--- config.mk ---
export PLATFORM = sky130hd
export DESIGN_NAME = cbr_sqrt
export DESIGN_NICKNAME = d
export VERILOG_FILES = /design/src/hdl/cbr_pkg.sv /design/src/hdl/cbr_sqrt.sv
export SDC_FILE = /design/constraint.sdc
export NUM_CORES = 1
export LEC_CHECK = 0
export ABC_AREA = 1
export ABC_CLOCK_PERIOD_IN_PS = 4500
export BUFFER_PORTS_ARGS = -buffer_cell sky130_fd_sc_hd__buf_2
export CORE_MARGIN = 5
export CORE_UTILIZATION = 30
export CTS_CLUSTER_DIAMETER = 200
export CTS_CLUSTER_SIZE = 10
export DETAILED_ROUTE_END_ITERATION = 8
export GPL_TIMING_DRIVEN = 0
export PLACE_DENSITY = 0.55
export SLEW_MARGIN = 10
export SYNTH_ARGS = -nofsm -noshare
export SYNTH_HDL_FRONTEND = slang
export SYNTH_SLANG_ARGS = --single-unit
--- constraint.sdc ---
create_clock -name clk -period 4.5 [get_ports clk]
set_clock_uncertainty 0.15 [all_clocks]
set_input_delay 0.225 -clock clk [delete_from_list [all_inputs] [get_ports clk]]
set_output_delay 0.225 -clock clk [all_outputs]
set_load 0.1 [all_outputs]
--- src/hdl/cbr_pkg.sv ---
// ----------------------------------------------------------------------------
// Camera basis rebuild package
// Shared types and constants of the camera basis rebuild block.
// ----------------------------------------------------------------------------
package cbr_pkg;

	// Handshake status of an iterative unit.
	typedef struct packed {
		logic busy;
		logic done;
	} unit_stat_t;

	localparam int SQ_IN_W  = 64;
	localparam int SQ_OUT_W = 32;
	localparam int DEN_W    = 32;

	localparam logic [1:0] CMD_TRANSLATE = 2'd0;
	localparam logic [1:0] CMD_SET_POS   = 2'd1;
	localparam logic [1:0] CMD_SET_TGT   = 2'd2;

	// Result tuser layout.
	localparam int USER_DROP_BIT = 0;
	localparam int USER_FLAG_LO  = 1;
	localparam int USER_FLAG_HI  = 5;

	localparam int FLG_UP_ZERO  = 0;
	localparam int FLG_POS_EQ   = 1;
	localparam int FLG_FWD_KEEP = 2;
	localparam int FLG_UP_DEF   = 3;
	localparam int FLG_UP_SIDE  = 4;

endpackage

--- src/hdl/cbr_sqrt.sv ---
// ----------------------------------------------------------------------------
// Camera basis rebuild square root
// Bit-serial floor square root, two radicand bits per cycle.
// ----------------------------------------------------------------------------
module cbr_sqrt (
	input  logic                          clk,
	input  logic                          arst_n,
	input  logic                          start,
	input  logic [cbr_pkg::SQ_IN_W-1:0]   x,
	output logic [cbr_pkg::SQ_OUT_W-1:0]  root,
	output cbr_pkg::unit_stat_t           stat
);

	logic [cbr_pkg::SQ_IN_W-1:0]  x_q;
	logic [33:0]                  rem_q;
	logic [cbr_pkg::SQ_OUT_W-1:0] root_q;
	logic [5:0]                   cnt_q;
	logic                         busy_q;
	logic                         done_q;
	logic [35:0]                  rem_sh;
	logic [35:0]                  trial;
	logic                         ge;

	assign rem_sh = {rem_q, x_q[cbr_pkg::SQ_IN_W-1 -: 2]};
	assign trial  = {2'b00, root_q, 2'b01};
	assign ge     = rem_sh >= trial;

	always_ff @(posedge clk or negedge arst_n) begin
		if (!arst_n) begin
			busy_q <= 1'b0;
			done_q <= 1'b0;
			cnt_q  <= '0;
		end else begin
			done_q <= 1'b0;
			if (start) begin
				x_q    <= x;
				rem_q  <= '0;
				root_q <= '0;
				cnt_q  <= 6'(cbr_pkg::SQ_OUT_W);
				busy_q <= 1'b1;
			end else if (busy_q) begin
				rem_q  <= ge ? 34'(rem_sh - trial) : 34'(rem_sh);
				root_q <= {root_q[cbr_pkg::SQ_OUT_W-2:0], ge};
				x_q    <= {x_q[cbr_pkg::SQ_IN_W-3:0], 2'b00};
				cnt_q  <= cnt_q - 6'd1;
				if (cnt_q == 6'd1) begin
					busy_q <= 1'b0;
					done_q <= 1'b1;
				end
			end
		end
	end

	assign root      = root_q;
	assign stat.busy = busy_q;
	assign stat.done = done_q;

endmodule

==> results of run 1 <==
-- cell usage in the layout, fill, tap and decap left out, drive strengths merged --
cell and count:
o211ai 6, o21bai 5, or2 6, dfrtp 8, nor4 1, nor2 84
nor3 6, a21o 1, xor2 2, nand4 12, o21ai 30, xnor2 15
clkinvlp 2, buf 111, clkinv 4, clkbuf 44, o22ai 32, ha 36
nand3 38, nand2 477, nand3b 2, a21oi 45, inv 147, edfxtp 130
a31oi 1, dlygate4sd3 65, bufinv 1, and2 2
-- cells in the mapped netlist, drive strengths merged --
master	count
clkbuf	27
buf	8
nand2	477
and2	2
nand4	12
inv	138
nand3b	2
o211ai	6
xnor2	15
nor4	1
o21bai	5
a21o	1
dfrtp	8
ha	36
nand3	38
xor2	2
nor3	6
o22ai	32
nor2	84
or2	6
a31oi	1
a21oi	45
clkinv	1
o21ai	30
edfxtp	130
-- logic make-up (layout without fill, tap and decap cells) --
logic type | Yosys count | after routing | synth area share
AND/OR/NAND/NOR | 628 | 628 | 0.293
buffers and inverters | 174 | 374 | 0.0792
flip-flops | 138 | 138 | 0.478
AO/OA/AOI/OAI | 120 | 120 | 0.0808
adder cells (fa/ha/maj) | 36 | 36 | 0.0524
XOR/XNOR | 17 | 17 | 0.0173
-- final timing paths --
check | from | to | slack (ps) | cells after the start
worst max-delay path | root[0]$_SDFFCE_PP0P_ | rem_q[3]$_SDFFCE_PP0P_ | 1600 | 13
worst min-delay path | arst_n | done_q$_DFF_PN0_ | 190 | 2
worst max register to register | root[0]$_SDFFCE_PP0P_ | rem_q[3]$_SDFFCE_PP0P_ | 1600 | 13
worst min register to register | cnt_q[4]$_DFFE_PN0N_ | cnt_q[4]$_DFFE_PN0N_ | 340 | 1
max in group asynchronous | arst_n | cnt_q[4]$_DFFE_PN0N_ | 3440 | 3
min in group clk | start | done_q$_DFF_PN0_ | 320 | 5
-- registers in the layout, summed over array words and instances (netlist names) --
register and flops:
root 32, cnt_q 6, busy_q 1, x_q 64
rem_q 34, done_q 1
-- routing by layer --
metal / track usage / routed length (um) / vias to the layer above
met1: 0.205 / 11500 / 3516
met4: 0.0346 / 265 / 0
met3: 0.0297 / 1110 / 17
met5: 0 / 0 / -
met2: 0.251 / 11100 / 175
li1: - / - / 3973
-- power groups by stage --
stage          clock network [mW]  registers (mW)  logic [mW]
4_1_cts                      1.45            1.78        2.11
3_5_place_dp                    0            1.81        2.06
3_3_place_gp                    0            1.81        2.03
6_report                     1.42            1.78        2.11
5_1_grt                      1.51            1.81        2.36
2_1_floorplan                   0            1.97        1.36
-- per-stage QoR --
step                cells  instance area, um^2   util
floorplan            1113                 8590      -
global placement     1597                 9570  0.336
detailed placement   1600                 9650  0.339
CTS                  1697                10900  0.382
global route         1697                10900  0.382
finish               1697                10900  0.382
-- final cells by class --
cell class | instances | area, um^2
Buffer | 35 | 159
Clock buffer | 17 | 425
Clock inverter | 15 | 154
Fill cell | 2979 | 17600
Inverter | 139 | 522
Multi-Input combinational cell | 801 | 3820
Sequential cell | 138 | 4100
Tap cell | 384 | 480
Timing Repair Buffer | 168 | 1220
==> results.txt, run 1 <==
status = finished clean
P_leak = 5.25 nW
Crit Path Class = reg2reg
final WL = 23.9 mm
Initial Utilization = 0.302
Finish-stage setup viols = 0
via count = 7681
Critical Path End Type = register
Max stage delay on crit path = 410 ps
diodes inserted = 0
Pwr Total = 5.31 mW
1st-iter DRT viols = 411
Area Growth Syn to Fin = 26.6%
num rows = 62
num ports = 101
Setup TNS Final = 0 ps
die span in y = 179 um
Psw = 2.17 mW
min cycle time layout = 2900 ps
Synth top area share = 0.454
Num CTS Buffers = 17
post-DR wirelength/cell = 14.1 um
Peak supply drop = 0.234 mV
post-CTS setup buffers = 0
slowest CP cell = edfxtp_1
clk root buf = clkbuf_16
htree depth = 4
CP delay by family, top = simple AND/OR/NAND/NOR gates
GRT overflow = 0
Cells after Synth = 1113
IO buf count = 100
Ys Warns = 0
final period utilization = 0.644
post-synth top area cell = edfxtp_1
DR DRC count = 0
# nets final = 1403
initial antenna violation count = 0
crit-path most repeated cell = nand3_1
Max FO, Critical Path = 10
core area = 28500 um^2
Global Route Usage Sum = 0.151
DRT Pass-1 Iters = 5
RSZ-0062 raised after global routing = no
share of cells above drive strength 1 = 0.123
Distinct cells, synth = 36
Hold WC Path Type = in2async
maximum clock rate = 0.345 GHz
vias per cell = 4.53
syn nets = 1216
CTS tree = done
CP arrival = 2920 ps
startpoint class of the critical path = register
worst slew pin tran = 786 ps
post-route ant nets = 0
Final Hold Viols = 0
Clock Power Share = 0.267
Synth Register Bits = 138
Post-Syn Area = 8590 um^2
max-slew violation count = 0
Crit path buffers/inverters = 2
Switching Share = 0.408
DIE AREA = 32100 um^2
hold_ws = 192 ps
PostCTS Resize Cnt = 0
Slew HR = 0.474
Avg Cell Area, Syn = 7.72 um^2
post-DP HPWL = 17.7 mm
register share of total power = 0.336
Reg clk slew, reported paths = 70 ps
Crit path required time = 4520 ps
post-synthesis sequential area ratio = 0.478
pre-CTS WS = 1600 ps
Comb pwr share = 0.396
global-route wire length before repair = 38.7 mm
main area contributors after synthesis = edfxtp_1, nand2_1, inv_1
Die Span X = 179 um
setup ws final = 1600 ps
vias in the first global route = 7681
CTS hold repair buffers = 65
max-cap violations = 0
Max clock buf depth = 2
RePlAce Congestion = 0.898
P_int = 3.14 mW
largest net degree at the start of global routing = 39
Pwr Density = 488 nW/um^2
clock latency on the worst-skew pair = 440 ps
Cell Chain, Critical Path = inv_1 > ha_1 > nand3_1 > nand3_1 > nand3_1 > nand3_2 > nand2_1 > nand2_2 > nand2_4 > nand2_4 > clkbuf_2 > o21ai_0 > nand2_1
CTS Sinks = 138
(Power assumes the default switching activity.)
==> run 2: changes to the inputs <==
Settings changed: ABC_CLOCK_PERIOD_IN_PS 4500 to 2800.
Clock period 4.5 ns to 2.8 ns, I/O delays scaled along.
==> run 2 against run 1 <==
Net effect:
- via count increased by 0.38%
- critical path depth did not move
- sequential share of layout area is 1.7 points lower
- cell area increased by 4.8%
- first-iteration DRC count shrank 0.49%
- fmax increased by 9.8%
- non-clock buffer count rose by 10
- combinational power up 75%
- largest cell class is now multi-input combinational cells
==> results.txt, run 2 (synthesis gave the netlist of run 1 again) <==
status = finished clean
die span in y = 179 um
Crit path required time = 2830 ps
post-DR wirelength/cell = 14.3 um
Final Util = 0.401
initial antenna violation count = 0
diodes inserted = 0
CTS Sinks = 138
post-DP HPWL = 17.9 mm
Pwr Density = 783 nW/um^2
r2r startpoint = rem_q[13]$_SDFFCE_PP0P_
placed cells = 1600
commonest non-fill, non-tap cells in the layout = nand2_1, edfxtp_1, inv_1
crit-path most repeated cell = nand2_1
CTS tree = done
1st-iter DRT viols = 409
Final Instance Area = 11400 um^2
final period utilization = 0.943
Layout Cells excl Fill = 1707
Hold WC Path Type = in2async
CP arrival = 2680 ps
commonest non-fill, non-tap cell in the layout = nand2_1
Final Hold Viols = 0
vias in the first global route = 7872
min cycle time layout = 2640 ps
num rows = 62
share of cells above drive strength 1 = 0.187
Max stage delay on crit path = 450 ps
core area = 28500 um^2
R2R Path End = rem_q[23]$_SDFFCE_PP0P_
Die Span X = 179 um
RSZ-0062 raised after global routing = no
R2R cell count = 13
pre-CTS WS = -105 ps
maximum clock rate = 0.379 GHz
htree depth = 4
# nets final = 1413
Global Route Usage Sum = 0.156
slowest CP cell = edfxtp_1
num ports = 101
Area after DPL = 10100 um^2
clk root buf = clkbuf_16
Initial Utilization = 0.302
Pwr Total = 8.93 mW
RePlAce Congestion = 0.891
Largest Register = x_q
Setup TNS Final = 0 ps
DR DRC count = 0
FF-to-FF setup slack = 160 ps
Area Growth Syn to Fin = 32.7%
post-route ant nets = 0
startpoint class of the critical path = register
Max clock buf depth = 2
Cell Chain, Critical Path = ha_4 > a21oi_2 > nand2_1 > nand2_1 > nand2_2 > a21oi_2 > nand2_2 > nand2_4 > nand2_4 > buf_6 > or2_1 > nand3_1 > nand2_1
P_leak = 5.29 nW
setup ws final = 159 ps
Critical Path End Type = register
vias per cell = 4.52
GRT overflow = 0
Slew HR = 0.546
max-slew violation count = 0
DIE AREA = 32100 um^2
DRT Pass-1 Iters = 5
Max FO, Critical Path = 10
clock latency on the worst-skew pair = 440 ps
Reg clk slew, reported paths = 70 ps
Peak supply drop = 0.335 mV
worst slew pin tran = 681 ps
IO buf count = 100
via count = 7710
largest net degree at the start of global routing = 44
Finish-stage setup viols = 0
hold_ws = 83.9 ps
max-cap violations = 0
global-route wire length before repair = 39.9 mm
Num CTS Buffers = 17
Crit Path Class = reg2reg
max reg flops = 64
final WL = 24.4 mm
run 2: cell count changes in the layout (fill, tap and decap cells not counted), sizes merged:
| cell | delta |
|---|---|
| clkbuf | -1 |
| inv | -1 |
| clkinv | +2 |
| bufinv | -1 |
| buf | +11 |
run 2: timing repair:
| action | in CTS | in global routing |
|---|---|---|
| setup endpoints to repair | 7 | 28 |
| cloned | 0 | 0 |
| hold buffers | 65 | 0 |
| gates resized for setup | 1 | 8 |
| pin swaps | 0 | 1 |
| setup buffers | 0 | 10 |
| hold endpoints to repair | 72 | 0 |
run 2: power by group:
part,internal [mW],total (mW),leakage (nW),switching (mW)
Sequential,2.67,2.92,1.41,0.251
Combinational,1.37,3.70,3.60,2.33
Clock,1.20,2.31,0.287,1.10
Total,5.25,8.93,5.29,3.68
run 2: worst max-delay path by stage:
stage	from	end	slack [ps]	cells past startpoint
after floorplan	root[17]$_SDFFCE_PP0P_	rem_q[14]$_SDFFCE_PP0P_	-110	16
after global placement	arst_n	x_q[60]$_DFFE_PP_	-930	3
after detailed placement	busy_q$_DFF_PN0_	rem_q[16]$_SDFFCE_PP0P_	-110	7
after CTS	rem_q[13]$_SDFFCE_PP0P_	rem_q[3]$_SDFFCE_PP0P_	10	12
after global routing	x_q[63]$_DFFE_PP_	rem_q[14]$_SDFFCE_PP0P_	5	15
final	rem_q[13]$_SDFFCE_PP0P_	rem_q[23]$_SDFFCE_PP0P_	160	13
run 2: critical path: cells and delay by family, from the launching register on:
kind / cells / cell delay, ps
adder cells (fa/ha/maj): 1 / 300
AND/OR/NAND/NOR: 9 / 920
flip-flops: 1 / 450
AO/OA/AOI/OAI: 2 / 390
buffers and inverters: 1 / 170
run 2: area by class of cell:
class                           count  area [um^2]
Clock inverter                     15          176
Inverter                          139          524
Clock buffer                       17          425
Buffer                             35          163
Tap cell                          384          480
Timing Repair Buffer              178         1290
Fill cell                        2914        17100
Sequential cell                   138         4100
Multi-Input combinational cell    801         4240
run 2: metal layers:
metal / up-vias / GRT usage / part of all wire
met3: 21 / 0.0304 / 0.047
met1: 3517 / 0.211 / 0.47
met5: - / 0 / 0
li1: 4001 / - / -
met2: 171 / 0.258 / 0.47
met4: 0 / 0.0346 / 0.013
==> run 3: changes to the inputs <==
Settings changed: ABC_AREA 1 to not set, CORE_ASPECT_RATIO set to 1.1.
==> run 3 against run 2 <==
Net effect:
- the flow now finishes with violations (setup timing)
- synthesized cell count fell by 28%
- non-clock buffer count rose by 51
- fmax fell by 17%
- cell area rose by 3.6%
- sequential power rose by 7.9%
- routed wire length fell by 3.9%
- area after synthesis fell by 0.99%
- hold slack improved by 20 ps
- critical path depth fell by 3
- critical path type unchanged
==> results.txt, run 3 <==
synth cell count leaders = edfxtp_1, nor2_1, nand2_1
Slew HR = 0.450
Global Route Usage Sum = 0.144
# nets final = 1135
hold_ws = 104 ps
initial antenna violation count = 0
largest net degree at the start of global routing = 40
Critical Path End Type = register
post-route ant nets = 0
GRT overflow = 0
Clock Power Share = 0.188
global-route wire length before repair = 37.3 mm
commonest non-fill, non-tap cell in the layout = edfxtp_1
IO buf count = 99
clock latency on the worst-skew pair = 430 ps
diodes inserted = 0
Distinct cells, synth = 62
post-DP HPWL = 15.8 mm
Psw = 5.13 mW
ys flop type = edfxtp_1
CTS Sinks = 138
CTS tree = done
post-DR wirelength/cell = 16.6 um
Cell Chain, Critical Path = ha_1 > a21o_1 > or3_4 > o211ai_4 > a21oi_2 > or4b_4 > and2_4 > buf_12 > nand2_2 > a311oi_2
post-synth top area cell = edfxtp_1
Crit Path Class = reg2reg
P_int = 7.32 mW
num rows = 64
die span in y = 187 um
num ports = 101
max-slew violation count = 0
via count = 6980
RSZ-0062 raised after global routing = yes
min cycle time layout = 3180 ps
asr flop ratio synth = 0.0580
vias in the first global route = 7134
Cells after Synth = 800
count leader, synth = edfxtp_1
Final Hold Viols = 0
htree depth = 4
main area contributors after synthesis = edfxtp_1, mux2_2, ha_1
Max clock buf depth = 2
Initial Utilization = 0.305
Setup TNS Final = -11440 ps
Pwr Density = 1050 nW/um^2
max-cap violations = 0
Reg clk slew, reported paths = 70 ps
Crit path required time = 2780 ps
worst slew pin tran = 825 ps
register share of total power = 0.253
CP delay by family, top = simple AND/OR/NAND/NOR gates
final period utilization = 1.14
CP arrival = 3160 ps
Synth top area share = 0.459
1st-iter DRT viols = 319
Die Span X = 171 um
Max FO, Critical Path = 5
Area after DPL = 9570 um^2
Avg Cell Area, Syn = 10.6 um^2
Ys Warns = 0
setup ws final = -380 ps
core area = 27900 um^2
Synth Register Bits = 138
RePlAce Congestion = 0.841
max reg flops = 64
failing checks = setup timing
Largest Register = x_q
P_leak = 4.89 nW
maximum clock rate = 0.314 GHz
Final Util = 0.424
status = complete, but fails checks
commonest non-fill, non-tap cells in the layout = edfxtp_1, buf_2, nor2_1
Num CTS Buffers = 17
Final Instance Area = 11800 um^2
DR DRC count = 0
Area Growth Syn to Fin = 38.9%
Comb pwr share = 0.560
DIE AREA = 31800 um^2
placed cells = 1265
post-synthesis sequential area ratio = 0.482
Finish-stage setup viols = 35
Hold WC Path Type = in2async
clk root buf = clkbuf_16
slowest CP cell = or4b_4
Crit path buffers/inverters = 1
Switching Share = 0.412
Max stage delay on crit path = 610 ps
startpoint class of the critical path = register
Peak supply drop = 0.519 mV
syn nets = 903
vias per cell = 4.96
share of cells above drive strength 1 = 0.344
Layout Cells excl Fill = 1408
number of synthesized flops with an enable pin = 130
DRT Pass-1 Iters = 4
Post-Syn Area = 8510 um^2
final WL = 23.4 mm
-- run 3: cell count changes after synthesis, moves of 9 or more --
cell and delta:
a211oi_1 +10, a21o_1 +11, a311oi_1 +24, inv_1 -86, mux2_2 +62, mux2i_1 +35
nand2_1 -390, nand3_1 -25, o22ai_1 -31, xor2_1 +9
-- run 3: kinds of logic after synthesis --
family,synth area share
buf+inv,0.0522
compound gates,0.128
fa+ha+maj,0.0529
flops,0.482
xor+xnor,0.0319
mux,0.123
simple gates,0.129
-- run 3: power by group through the flow --
stage / logic [mW] / registers (mW) / clock network (mW)
after global routing: 7.53 / 3.20 / 2.49
after floorplan: 3.71 / 3.34 / 0
after detailed placement: 5.03 / 3.16 / 0
after CTS: 5.91 / 3.11 / 2.40
after global placement: 4.99 / 3.17 / 0
final: 6.97 / 3.15 / 2.34
-- run 3: stage by stage --
stage          setup slack, ps  total power [mW]
2_1_floorplan            -1010              7.05
3_3_place_gp              -978              8.16
3_5_place_dp              -689              8.20
4_1_cts                   -454              11.4
5_1_grt                   -514              13.2
6_report                  -380              12.5
-- run 3: cell type report --
cell class / instances / area (um^2)
inverter: 49 / 184
tap: 363 / 454
clock inverter: 15 / 196
timing repair buffer: 226 / 1760
fill: 2716 / 16000
buffer: 38 / 229
multi-input combinational: 562 / 4470
sequential: 138 / 4100
clock buffer: 17 / 425
-- run 3: path summary, 6_finish.rpt --
path	endpoint	start	depth (start not counted)	slack [ps]
worst max-delay path	rem_q[24]$_SDFFCE_PP0P_	rem_q[5]$_SDFFCE_PP0P_	10	-380
worst min-delay path	cnt_q[0]$_DFFE_PN0N_	arst_n	2	100
worst max register to register	rem_q[24]$_SDFFCE_PP0P_	rem_q[5]$_SDFFCE_PP0P_	10	-380
worst min register to register	cnt_q[5]$_DFFE_PN0N_	cnt_q[5]$_DFFE_PN0N_	2	370
max in group asynchronous	cnt_q[3]$_DFFE_PN0N_	arst_n	2	2030
min in group clk	busy_q$_DFF_PN0_	start	4	210
-- run 3: layer usage --
layer | track usage | vias up | wire length, um
met1 | 0.183 | 3388 | 10200
met2 | 0.240 | 151 | 11500
met5 | 0 | - | 0
met3 | 0.0372 | 32 | 1080
met4 | 0.0430 | 0 | 574
li1 | - | 3409 | -
-- run 3: timing repair --
action / CTS / global route
hold buffers: 65 / 0
endpoints found under the setup margin: 35 / 61
pin swaps: 25 / 30
hold endpoints to repair: 72 / 0
setup buffers: 30 / 25
gates resized for setup: 37 / 81
cloned: 3 / 3
