===== config.mk =====
export PLATFORM = sky130hd
export DESIGN_NAME = cbr_div
export DESIGN_NICKNAME = d
export VERILOG_FILES = /design/src/hdl/cbr_pkg.sv /design/src/hdl/cbr_div.sv
export SDC_FILE = /design/constraint.sdc
export NUM_CORES = 1
export LEC_CHECK = 0
export BUFFER_PORTS_ARGS = -buffer_cell sky130_fd_sc_hd__buf_2
export CAP_MARGIN = 30
export CORE_MARGIN = 4
export CORE_UTILIZATION = 50
export DETAILED_ROUTE_END_ITERATION = 16
export GPL_TIMING_DRIVEN = 1
export MAX_ROUTING_LAYER = met4
export PLACE_DENSITY_LB_ADDON = 0.2
export SYNTH_ARGS = -nofsm -noshare
export SYNTH_HDL_FRONTEND = slang
export SYNTH_SLANG_ARGS = --single-unit

===== constraint.sdc =====
create_clock -name clk -period 8.15 [get_ports clk]
set_clock_uncertainty 0.15 [all_clocks]
set_input_delay 0.4075 -clock clk [delete_from_list [all_inputs] [get_ports clk]]
set_output_delay 0.4075 -clock clk [all_outputs]
set_load 0.1 [all_outputs]

===== src/hdl/cbr_pkg.sv =====
// ----------------------------------------------------------------------------
// Camera basis rebuild package
// Shared types and constants of the camera basis rebuild block.
// ----------------------------------------------------------------------------
package cbr_pkg;

	// Handshake status of an iterative unit.
	typedef struct packed {
		logic busy;
		logic done;
	} unit_stat_t;

	localparam int SQ_IN_W  = 64;
	localparam int SQ_OUT_W = 32;
	localparam int DEN_W    = 32;

	localparam logic [1:0] CMD_TRANSLATE = 2'd0;
	localparam logic [1:0] CMD_SET_POS   = 2'd1;
	localparam logic [1:0] CMD_SET_TGT   = 2'd2;

	// Result tuser layout.
	localparam int USER_DROP_BIT = 0;
	localparam int USER_FLAG_LO  = 1;
	localparam int USER_FLAG_HI  = 5;

	localparam int FLG_UP_ZERO  = 0;
	localparam int FLG_POS_EQ   = 1;
	localparam int FLG_FWD_KEEP = 2;
	localparam int FLG_UP_DEF   = 3;
	localparam int FLG_UP_SIDE  = 4;

endpackage


===== src/hdl/cbr_div.sv =====
// ----------------------------------------------------------------------------
// Camera basis rebuild divider
// Bit-serial restoring divider, one quotient bit per cycle.
// ----------------------------------------------------------------------------
module cbr_div #(
	parameter int NW = 48
) (
	input  logic                        clk,
	input  logic                        arst_n,
	input  logic                        start,
	input  logic [NW-1:0]               num,
	input  logic [cbr_pkg::DEN_W-1:0]   den,
	output logic [NW-1:0]               quot,
	output cbr_pkg::unit_stat_t         stat
);

	localparam int CW = $clog2(NW + 1);

	logic [NW-1:0]             num_q;
	logic [NW-1:0]             quo_q;
	logic [cbr_pkg::DEN_W-1:0] den_q;
	logic [cbr_pkg::DEN_W-1:0] rem_q;
	logic [CW-1:0]             cnt_q;
	logic                      busy_q;
	logic                      done_q;
	logic [cbr_pkg::DEN_W:0]   rem_sh;
	logic                      ge;

	assign rem_sh = {rem_q, num_q[NW-1]};
	assign ge     = rem_sh >= {1'b0, den_q};

	always_ff @(posedge clk or negedge arst_n) begin
		if (!arst_n) begin
			busy_q <= 1'b0;
			done_q <= 1'b0;
			cnt_q  <= '0;
		end else begin
			done_q <= 1'b0;
			if (start) begin
				num_q  <= num;
				den_q  <= den;
				rem_q  <= '0;
				quo_q  <= '0;
				cnt_q  <= CW'(NW);
				busy_q <= 1'b1;
			end else if (busy_q) begin
				rem_q <= ge ? cbr_pkg::DEN_W'(rem_sh - {1'b0, den_q})
					: cbr_pkg::DEN_W'(rem_sh);
				quo_q <= {quo_q[NW-2:0], ge};
				num_q <= {num_q[NW-2:0], 1'b0};
				cnt_q <= cnt_q - CW'(1);
				if (cnt_q == CW'(1)) begin
					busy_q <= 1'b0;
					done_q <= 1'b1;
				end
			end
		end
	end

	assign quot      = quo_q;
	assign stat.busy = busy_q;
	assign stat.done = done_q;

endmodule


==> out/results.txt, run 1 <==
Mux cell area share after synthesis: 0.1169
Synth top area cells: edfxtp_1 (51%), mux2_2 (6.1%), mux2i_1 (5.6%)
Post-synthesis simple-gate area fraction: 0.1084
CTS root buf: clkbuf_16
Fmax achieved: 0.2560 GHz
Yosys reg bits: 168
Max Buffers Root-to-Sink: 2
Post-synth top cells: edfxtp_1 (160), nor2_1 (98), nand2_1 (68)
Setup crit end kind: flip-flop
Outcome: finished, final reports clean
WL/cell: 16.42 µm
Yosys cell types: 62
Sequential fraction of the synthesis area: 0.5345
R2R Path End: rem_q[1]
Critical path cell sequence: ha_1 > nor2b_1 > o31a_1 > o31ai_2 > a21oi_1 > a21o_1 > a41oi_2 > buf_4 > mux2_2 > a211oi_1
Cell Area, Synth: 0.009364 mm²
CP max stage delay: 0.74 ns
Cells after Synth: 803
Lkg Pwr: 4.853 nW
Pwr Density: 235.8 mW/mm²
Top-count cell post-synth: edfxtp_1
Asr flop ratio synth: 0.04762
Maxcap violations: 0
Depth of the CTS H-tree: 4
Via density: 5.508
1st-pass router iterations: 5
Ratio of cells with drive above 1 in the final layout: 0.2591
Via count: 6560
Synth warn: 0
Initial antenna violation count: 1
Total gr overflow: 0
Worst path top cell family by delay: compound AO/OA/AOI/OAI gates
CP arrival: 4.01 ns
Buf/Inv on CP: 1
Crit-path max FO: 16
Launch point of the worst path: rem_q[0]
Buffers on Ports: 132
GRT Overall Usage: 0.1946
R2r startpoint: rem_q[0]
Top cell type's share of synthesized area: 0.5131
Slew Limit Headroom: 0.4116
Area delta synth->final: 18.09%
Placed inst area: 0.01015 mm²
RD Place Congestion: 0.8914
Met2 WL: 9029 µm
Synth Net Count: 921
RSZ-0062 raised after global routing: no
Clock Latency Late Sink: 0.43 ns
Num CTS Buffers: 17
CP endpoint: rem_q[1]
Max-slew violations: 0
Highest Signal Layer: met4
Cell area after layout: 0.01106 mm²
Post-CTS setup buffers: 0
Die Footprint: 0.02098 mm²
Drc violations: 0
Synth area leader: edfxtp_1
Num ports: 133
EDFF count, synth: 160
Final-report hold violation count: 0
Met3 routed WL: 942 µm
# nets final: 1066
ANT nets after route: 0
Number of DRC markers in iteration 0: 489
Core area: 0.01821 mm²
Critical path class: reg2reg
Clock sink total: 168
Fin Setup TNS: 0 ns
Slowest CP cell: a41oi_2
Period utilisation layout: 0.4793
First-pass GRT wire length: 31770 µm
Adder and majority gate portion of the synthesized area: 0.04757
Largest net degree at the start of global routing: 76
WHS Path Cells: 1
HP Class: in2reg
Post-layout min period: 3.906 ns
Drt total wl: 19560 µm
Mean Syn Cell Area: 11.66 µm²
Chip height: 144.9 µm
R2r worst-path depth: 10
VDD IR max: 0.1544 mV
Actual slew at the worst max-slew pin: 0.8827 ns
Post-DP HPWL: 12990 µm
Initial core utilization: 0.5143
R2R Setup Slk: 4.24 ns
Prevailing post-synth register cell: edfxtp_1
XOR/XNOR Fraction of Synth Area: 0.02432
Vias in the first global route: 6287
WP data required: 8.25 ns
Largest family of logic cells by synthesized area: compound AO/OA/AOI/OAI gates
Crit. path cell count: 10
CTS tree: yes
WL met1: 9387 µm
Worst-path clk slew: 0.07 ns
CP Launch Type: flip-flop
Rows: 49
Setup Viol. Count Final: 0
Compound-Gate Fraction of Synth Area: 0.1259
Die width: 144.9 µm
registers in the layout, summed over array words and instances, names as in the netlist:
name / flops
cnt_q: 6
quot: 48
den_q: 32
num_q: 48
busy_q: 1
rem_q: 32
done_q: 1
metal layers:
layer	up-vias	track usage
li1	3248	-
met1	3144	0.2790
met2	150	0.2840
met3	18	0.04404
met4	0	0.04467
met5	-	-
power breakdown:
part | total (mW) | leakage, nW | internal, mW | switching, mW
Combinational | 0.720 | 2.89 | 0.272 | 0.448
Clock | 0.794 | 0.284 | 0.409 | 0.385
Sequential | 1.09 | 1.68 | 1.05 | 0.0474
area by class of cell:
type                    instances  area, µm²
fillers                      1500       7151
flip-flops and latches        168       5009
multi-input cells             547       3969
repair buffers                170       1050
clock buffers                  17      425.4
well taps                     229      286.5
inverters                      44      165.2
clock inverters                15      151.4
diodes                          1      2.502
worst register-to-register path: stages, from the launching register on:
cell	delay (ns)
edfxtp_1	0.42
ha_1	0.32
nor2b_1	0.15
o31a_1	0.27
o31ai_2	0.29
a21oi_1	0.17
a21o_1	0.26
a41oi_2	0.74
buf_4	0.37
mux2_2	0.36
a211oi_1	0.22
cells in the final DEF, fill, tap and decap left out, types with 17 or more instances in the layout:
cell | Yosys | routed
a21o_1 | 19 | 19
mux2i_1 | 52 | 52
a21oi_1 | 32 | 32
ha_1 | 34 | 34
nor2_1 | 98 | 98
clkbuf_16 | 0 | 17
nand2_1 | 68 | 68
mux2_2 | 51 | 51
inv_1 | 44 | 44
dlygate4sd3_1 | 0 | 30
o21ai_0 | 25 | 25
buf_2 | 3 | 130
edfxtp_1 | 160 | 160
per-stage QoR:
step	power, mW	std cells	hold slack (ns)	setup slack (ns)	util
2_1_floorplan	1.675	803	-0.03809	4.405	-
3_3_place_gp	1.804	1126	0.3751	4.324	0.5569
3_5_place_dp	1.812	1127	0.3841	4.273	0.5575
4_1_cts	2.626	1189	0.0006907	4.261	0.6056
5_1_grt	2.750	1191	0.0007709	3.957	0.6073
6_report	2.607	1191	0.02138	4.244	0.6073
worst min path at each step:
stage / startpoint / end / slack (ns)
after floorplan: arst_n / busy_q / -0.04
after global placement: num_q[32] / num_q[33] / 0.38
after detailed placement: num_q[27] / num_q[28] / 0.38
after CTS: den[28] / den_q[28] / 0.0007
after global routing: den[27] / den_q[27] / 0.0008
final: den[27] / den_q[27] / 0.02
kinds of logic after synthesis:
logic type	count (synthesis)
multiplexers	103
AO/OA/AOI/OAI	155
flip-flops	168
buffers and inverters	88
XOR/XNOR	26
AND/OR/NAND/NOR	228
adder cells (fa/ha/maj)	35
timing repair:
item,in CTS,in global routing
gates resized for setup,0,0
hold buffers,30,0
hold endpoints to repair,30,0
Power figures use the tool's default switching activity.
==> inputs of run 2 (changes only) <==
==> constraint.sdc (replaced) <==
create_clock -name clk -period 3.65 [get_ports clk]
set_clock_uncertainty 0.15 [all_clocks]
set_input_delay 0.1825 -clock clk [delete_from_list [all_inputs] [get_ports clk]]
set_output_delay 0.1825 -clock clk [all_outputs]
set_load 0.1 [all_outputs]
==> run 2 against run 1 <==
Net effect: combinational power increased by 130%; power is 130% higher; wire length increased by 5.5%; critical endpoint is now rem_q[19].
==> out/results.txt, run 2 (synthesis gave the netlist of run 1 again) <==
Outcome: finished, final reports clean
Total power after layout: 5.869 mW
Fin Setup TNS: 0 ns
Depth of the CTS H-tree: 4
Commonest non-fill, non-tap cells in the layout: edfxtp_1 (160), buf_2 (130), nor2_1 (98)
First-pass GRT wire length: 33520 µm
WP data required: 3.74 ns
CTS root buf: clkbuf_16
ANT nets after route: 0
Slowest CP cell: edfxtp_1
Die Footprint: 0.02098 mm²
Slew Limit Headroom: 0.3959
Die width: 144.9 µm
Worst path top cell family by delay: compound AO/OA/AOI/OAI gates
Worst hold start: start
Setup crit end kind: flip-flop
Dpl cells: 1133
Switching share of power: 0.3365
Post-layout min period: 3.338 ns
GRT Overall Usage: 0.2064
Buf/Inv on CP: 1
Vias in the first global route: 6714
Largest net degree at the start of global routing: 81
CP max stage delay: 0.42 ns
R2R Setup Slk: 0.31 ns
Max-slew violations: 0
Num CTS Buffers: 17
Drt total wl: 20640 µm
HP Class: in2reg
Initial core utilization: 0.5143
Buffers on Ports: 132
Fmax achieved: 0.2996 GHz
VDD IR max: 0.3084 mV
Initial antenna violation count: 0
Layout Cells excl Fill: 1245
Most common cell after layout, fill and taps aside: edfxtp_1
Setup Viol. Count Final: 0
Rows: 49
Critical path class: reg2reg
Clock sink total: 168
Crit-path max FO: 15
Most frequent CP cell: a21o_1
Worst-path clk slew: 0.07 ns
Sw power: 1.975 mW
Period utilisation layout: 0.9146
Post-DP HPWL: 13630 µm
Final-report hold violation count: 0
CP arrival: 3.43 ns
Ratio of cells with drive above 1 in the final layout: 0.2510
Drc violations: 0
Number of DRC markers in iteration 0: 434
Chip height: 144.9 µm
WL/cell: 16.58 µm
Cell-internal power: 3.894 mW
Clk pwr share: 0.300
# nets final: 1121
Total gr overflow: 0
Maxcap violations: 0
1st-pass router iterations: 5
Critical path cell sequence: ha_1 > a21o_1 > a21o_1 > a21o_1 > o21bai_1 > a221o_1 > a41oi_2 > buf_4 > nand2_1 > a311oi_1
Fillers: 1472
Comb power frac: 0.284
Area delta synth->final: 23.66%
Fin Hold WS: 0.01780 ns
Lkg Pwr: 5.081 nW
Pwr Density: 506.8 mW/mm²
Launch point of the worst path: rem_q[25]
RD Place Congestion: 0.8925
CTS tree: yes
Num ports: 133
CP Launch Type: flip-flop
Actual slew at the worst max-slew pin: 0.9061 ns
Clock Latency Late Sink: 0.43 ns
Inserted Diodes: 0
RSZ-0062 raised after global routing: no
Post-CTS setup buffers: 0
Via density: 5.422
Core area: 0.01821 mm²
R2r startpoint: rem_q[25]
Via count: 6750
Max Buffers Root-to-Sink: 2
Register share of total power: 0.416
## run 2: changes by cell type in the layout (fill, tap and decap cells not counted)
cell	previous run	this run
buf_12	0	1
buf_16	1	0
buf_4	8	14
buf_6	1	0
clkinv_1	1	0
clkinv_2	0	1
clkinv_4	3	2
clkinvlp_4	0	1
diode_2	1	0
dlygate4sd3_1	30	80
inv_6	5	6
inv_8	4	3
## run 2: final timing paths
| path | to | cells after the start |
|---|---|---|
| worst max-delay path | rem_q[19] | 10 |
| worst min-delay path | cnt_q[0] | 2 |
| worst max register to register | rem_q[19] | 10 |
| worst min register to register | num_q[33] | 1 |
| max in group asynchronous | busy_q | 2 |
| min in group asynchronous | cnt_q[0] | 2 |
## run 2: layer usage
metal | share of wire | vias to the layer above | global-route usage | wire [µm]
met5 | 0 | - | - | 0
met4 | 0.0079 | 0 | 0.03829 | 162
met3 | 0.038 | 15 | 0.04174 | 786
met2 | 0.47 | 148 | 0.3182 | 9641
met1 | 0.49 | 3216 | 0.2885 | 10050
li1 | - | 3371 | - | -
## run 2: area by class of cell
type                    instances  area (µm²)  share of cell area
clock buffers                  17       425.4             0.03674
clock inverters                15       148.9             0.01286
inverters                      44       165.2             0.01426
multi-input cells             547        3969              0.3427
flip-flops and latches        168        5009              0.4325
well taps                     229       286.5             0.02474
repair buffers                225        1577              0.1361
## run 2: repair_timing
item                      in CTS  in global routing
resized for setup              0                  0
hold endpoints to repair      80                  0
hold buffers                  80                  0
## run 2: power by group through the flow
stage          clock (mW)  sequential (mW)  combinational (mW)
2_1_floorplan           0             2.69                1.05
3_3_place_gp            0             2.48                1.56
3_5_place_dp            0             2.48                1.58
4_1_cts              1.81             2.44                1.66
5_1_grt              1.90             2.46                1.83
6_report             1.76             2.44                1.67
## run 2: per-stage QoR
stage / area, µm² / util / setup slack, ns
floorplan: 9366 / - / 0.7188
global placement: 10180 / 0.5593 / 0.4282
detailed placement: 10200 / 0.5604 / 0.3565
CTS: 11580 / 0.6360 / 0.3287
global route: 11580 / 0.6360 / 0.02687
finish: 11580 / 0.6360 / 0.3118
## run 2: worst register-to-register path, cell delays in order, from the launching register on
cell and delay, ns:
edfxtp_1 0.42, ha_1 0.41, a21o_1 0.23, a21o_1 0.18, a21o_1 0.20, o21bai_1 0.17, a221o_1 0.33, a41oi_2 0.41
buf_4 0.32, nand2_1 0.08, a311oi_1 0.26
==> inputs of run 3 (changes only) <==
--- a/config.mk
+++ b/config.mk
@@ -5,11 +5,11 @@
 export SDC_FILE = /design/constraint.sdc
 export NUM_CORES = 1
 export LEC_CHECK = 0
-export BUFFER_PORTS_ARGS = -buffer_cell sky130_fd_sc_hd__buf_2
 export CAP_MARGIN = 30
 export CORE_MARGIN = 4
 export CORE_UTILIZATION = 50
 export DETAILED_ROUTE_END_ITERATION = 16
+export DONT_BUFFER_PORTS = 1
 export GPL_TIMING_DRIVEN = 1
 export MAX_ROUTING_LAYER = met4
 export PLACE_DENSITY_LB_ADDON = 0.2
==> run 3 against run 2 <==
Net effect: critical path depth up 1; non-clock buffer count down 134; highest routed layer unchanged; sequential share of layout area up 2.4 points; flip-flop and latch count unchanged; count of clock-buffer cells in the layout unchanged; largest power group unchanged; core utilization down 3.4 points; cell count down 11%; die area unchanged; largest cell class unchanged; power down 0.60%.
==> out/results.txt, run 3 (synthesis gave the netlist of run 1 again) <==
Maxcap violations: 0
R2R Path End: rem_q[29]
Crit-path max FO: 12
CTS tree: yes
Post-DP HPWL: 12580 µm
Final-report hold violation count: 0
Setup Viol. Count Final: 0
Depth of the CTS H-tree: 4
Clock sink total: 168
Fmax achieved: 0.2977 GHz
Actual slew at the worst max-slew pin: 1.008 ns
Commonest non-fill, non-tap cells in the layout: edfxtp_1 (160), nor2_1 (98), dlygate4sd3_1 (82)
Max Buffers Root-to-Sink: 2
Period utilisation layout: 0.9204
Total gr overflow: 0
RD Place Congestion: 0.9098
Worst slack at placement: 0.1288 ns
Setup crit end kind: flip-flop
Num CTS Buffers: 17
First-pass GRT wire length: 31530 µm
Slowest CP cell: a41oi_4
Via count: 6366
Chip height: 144.9 µm
Pwr Density: 532.3 mW/mm²
Core area: 0.01821 mm²
WL/cell: 18.06 µm
Die width: 144.9 µm
Cell area after layout: 0.01096 mm²
Lkg Pwr: 4.547 nW
Slew Limit Headroom: 0.3277
CP arrival: 3.39 ns
Largest net degree at the start of global routing: 129
Critical path cell sequence: inv_1 > ha_1 > nor2b_1 > o31a_1 > o31ai_2 > a21oi_1 > a21o_1 > a41oi_4 > buf_4 > mux2i_1 > a22oi_1
Ratio of cells with drive above 1 in the final layout: 0.1338
Register area: 0.005009 mm²
Area delta synth->final: 17.04%
CP Launch Type: flip-flop
ANT nets after route: 0
Crit. path cell count: 11
Die Footprint: 0.02098 mm²
1st-pass router iterations: 5
Outcome: finished, final reports clean
Num ports: 133
Via density: 5.730
Buffers on Ports: 0
Drc violations: 0
R2R Setup Slk: 0.29 ns
Buf/Inv on CP: 2
RSZ-0062 raised after global routing: no
CP max stage delay: 0.47 ns
Worst setup margin: 0.2905 ns
Fillers: 1456
R2r startpoint: den_q[1]
Rows: 49
Vias in the first global route: 6214
Initial antenna violation count: 0
WP data required: 3.68 ns
Placed inst area: 0.009494 mm²
Inserted Diodes: 0
Worst-path clk slew: 0.07 ns
GRT Overall Usage: 0.1970
Initial core utilization: 0.5143
Layout Cells excl Fill: 1111
VDD IR max: 0.3342 mV
Max-slew violations: 0
CTS root buf: clkbuf_16
Fin Setup TNS: 0 ns
Clock Latency Late Sink: 0.44 ns
Multi-input logic area: 0.003980 mm²
Dpl cells: 995
Drt total wl: 20070 µm
Most common cell after layout, fill and taps aside: edfxtp_1
Post-CTS setup buffers: 0
# nets final: 987
CP endpoint: rem_q[29]
Post-layout min period: 3.359 ns
HP Class: in2reg
Number of DRC markers in iteration 0: 451
Worst path top cell family by delay: compound AO/OA/AOI/OAI gates
R2r worst-path depth: 11
Launch point of the worst path: den_q[1]
Critical path class: reg2reg
-- run 3: stage by stage --
stage	util	hold WS, ns	total power [mW]
floorplan	-	-0.2631	3.740
global placement	0.5214	-0.2496	3.915
detailed placement	0.5214	-0.2535	3.952
CTS	0.6013	0.07196	5.860
global route	0.6019	0.05069	6.132
finish	0.6019	0.009136	5.834
-- run 3: layout make-up --
type / count / share of cell area
Clock inverter: 15 / 0.01393
Timing Repair Buffer: 91 / 0.08585
Inverter: 44 / 0.01507
Clock buffer: 17 / 0.03882
Tap cell: 229 / 0.02614
Sequential cell: 168 / 0.4570
Multi-Input combinational cell: 547 / 0.3632
-- run 3: how the worst min path moves through the flow --
stage                start         to  depth (start not counted)
floorplan           arst_n     busy_q                          0
global placement    arst_n   cnt_q[0]                          0
detailed placement  arst_n     busy_q                          0
CTS                  start  rem_q[31]                          3
global route         start   cnt_q[0]                          2
finish               start   cnt_q[0]                          2
-- run 3: layer usage --
| layer | up-vias | track usage | part of all wire |
|---|---|---|---|
| met3 | 18 | 0.05192 | 0.056 |
| met1 | 3052 | 0.2641 | 0.46 |
| met4 | 0 | 0.04909 | 0.013 |
| met2 | 199 | 0.3010 | 0.47 |
| met5 | - | - | 0 |
| li1 | 3097 | - | - |
-- run 3: power breakdown --
group | total (mW) | leakage [nW] | internal, mW | switching, mW
logic | 1.37 | 2.58 | 0.607 | 0.761
clock network | 1.78 | 0.282 | 0.913 | 0.867
registers | 2.69 | 1.68 | 2.34 | 0.351
total | 5.83 | 4.55 | 3.86 | 1.98
-- run 3: timing repair --
item | CTS | global route
resized for setup | 0 | 1
setup endpoints to repair | 0 | 18
endpoints found under the hold margin | 248 | 0
hold buffers | 84 | 0
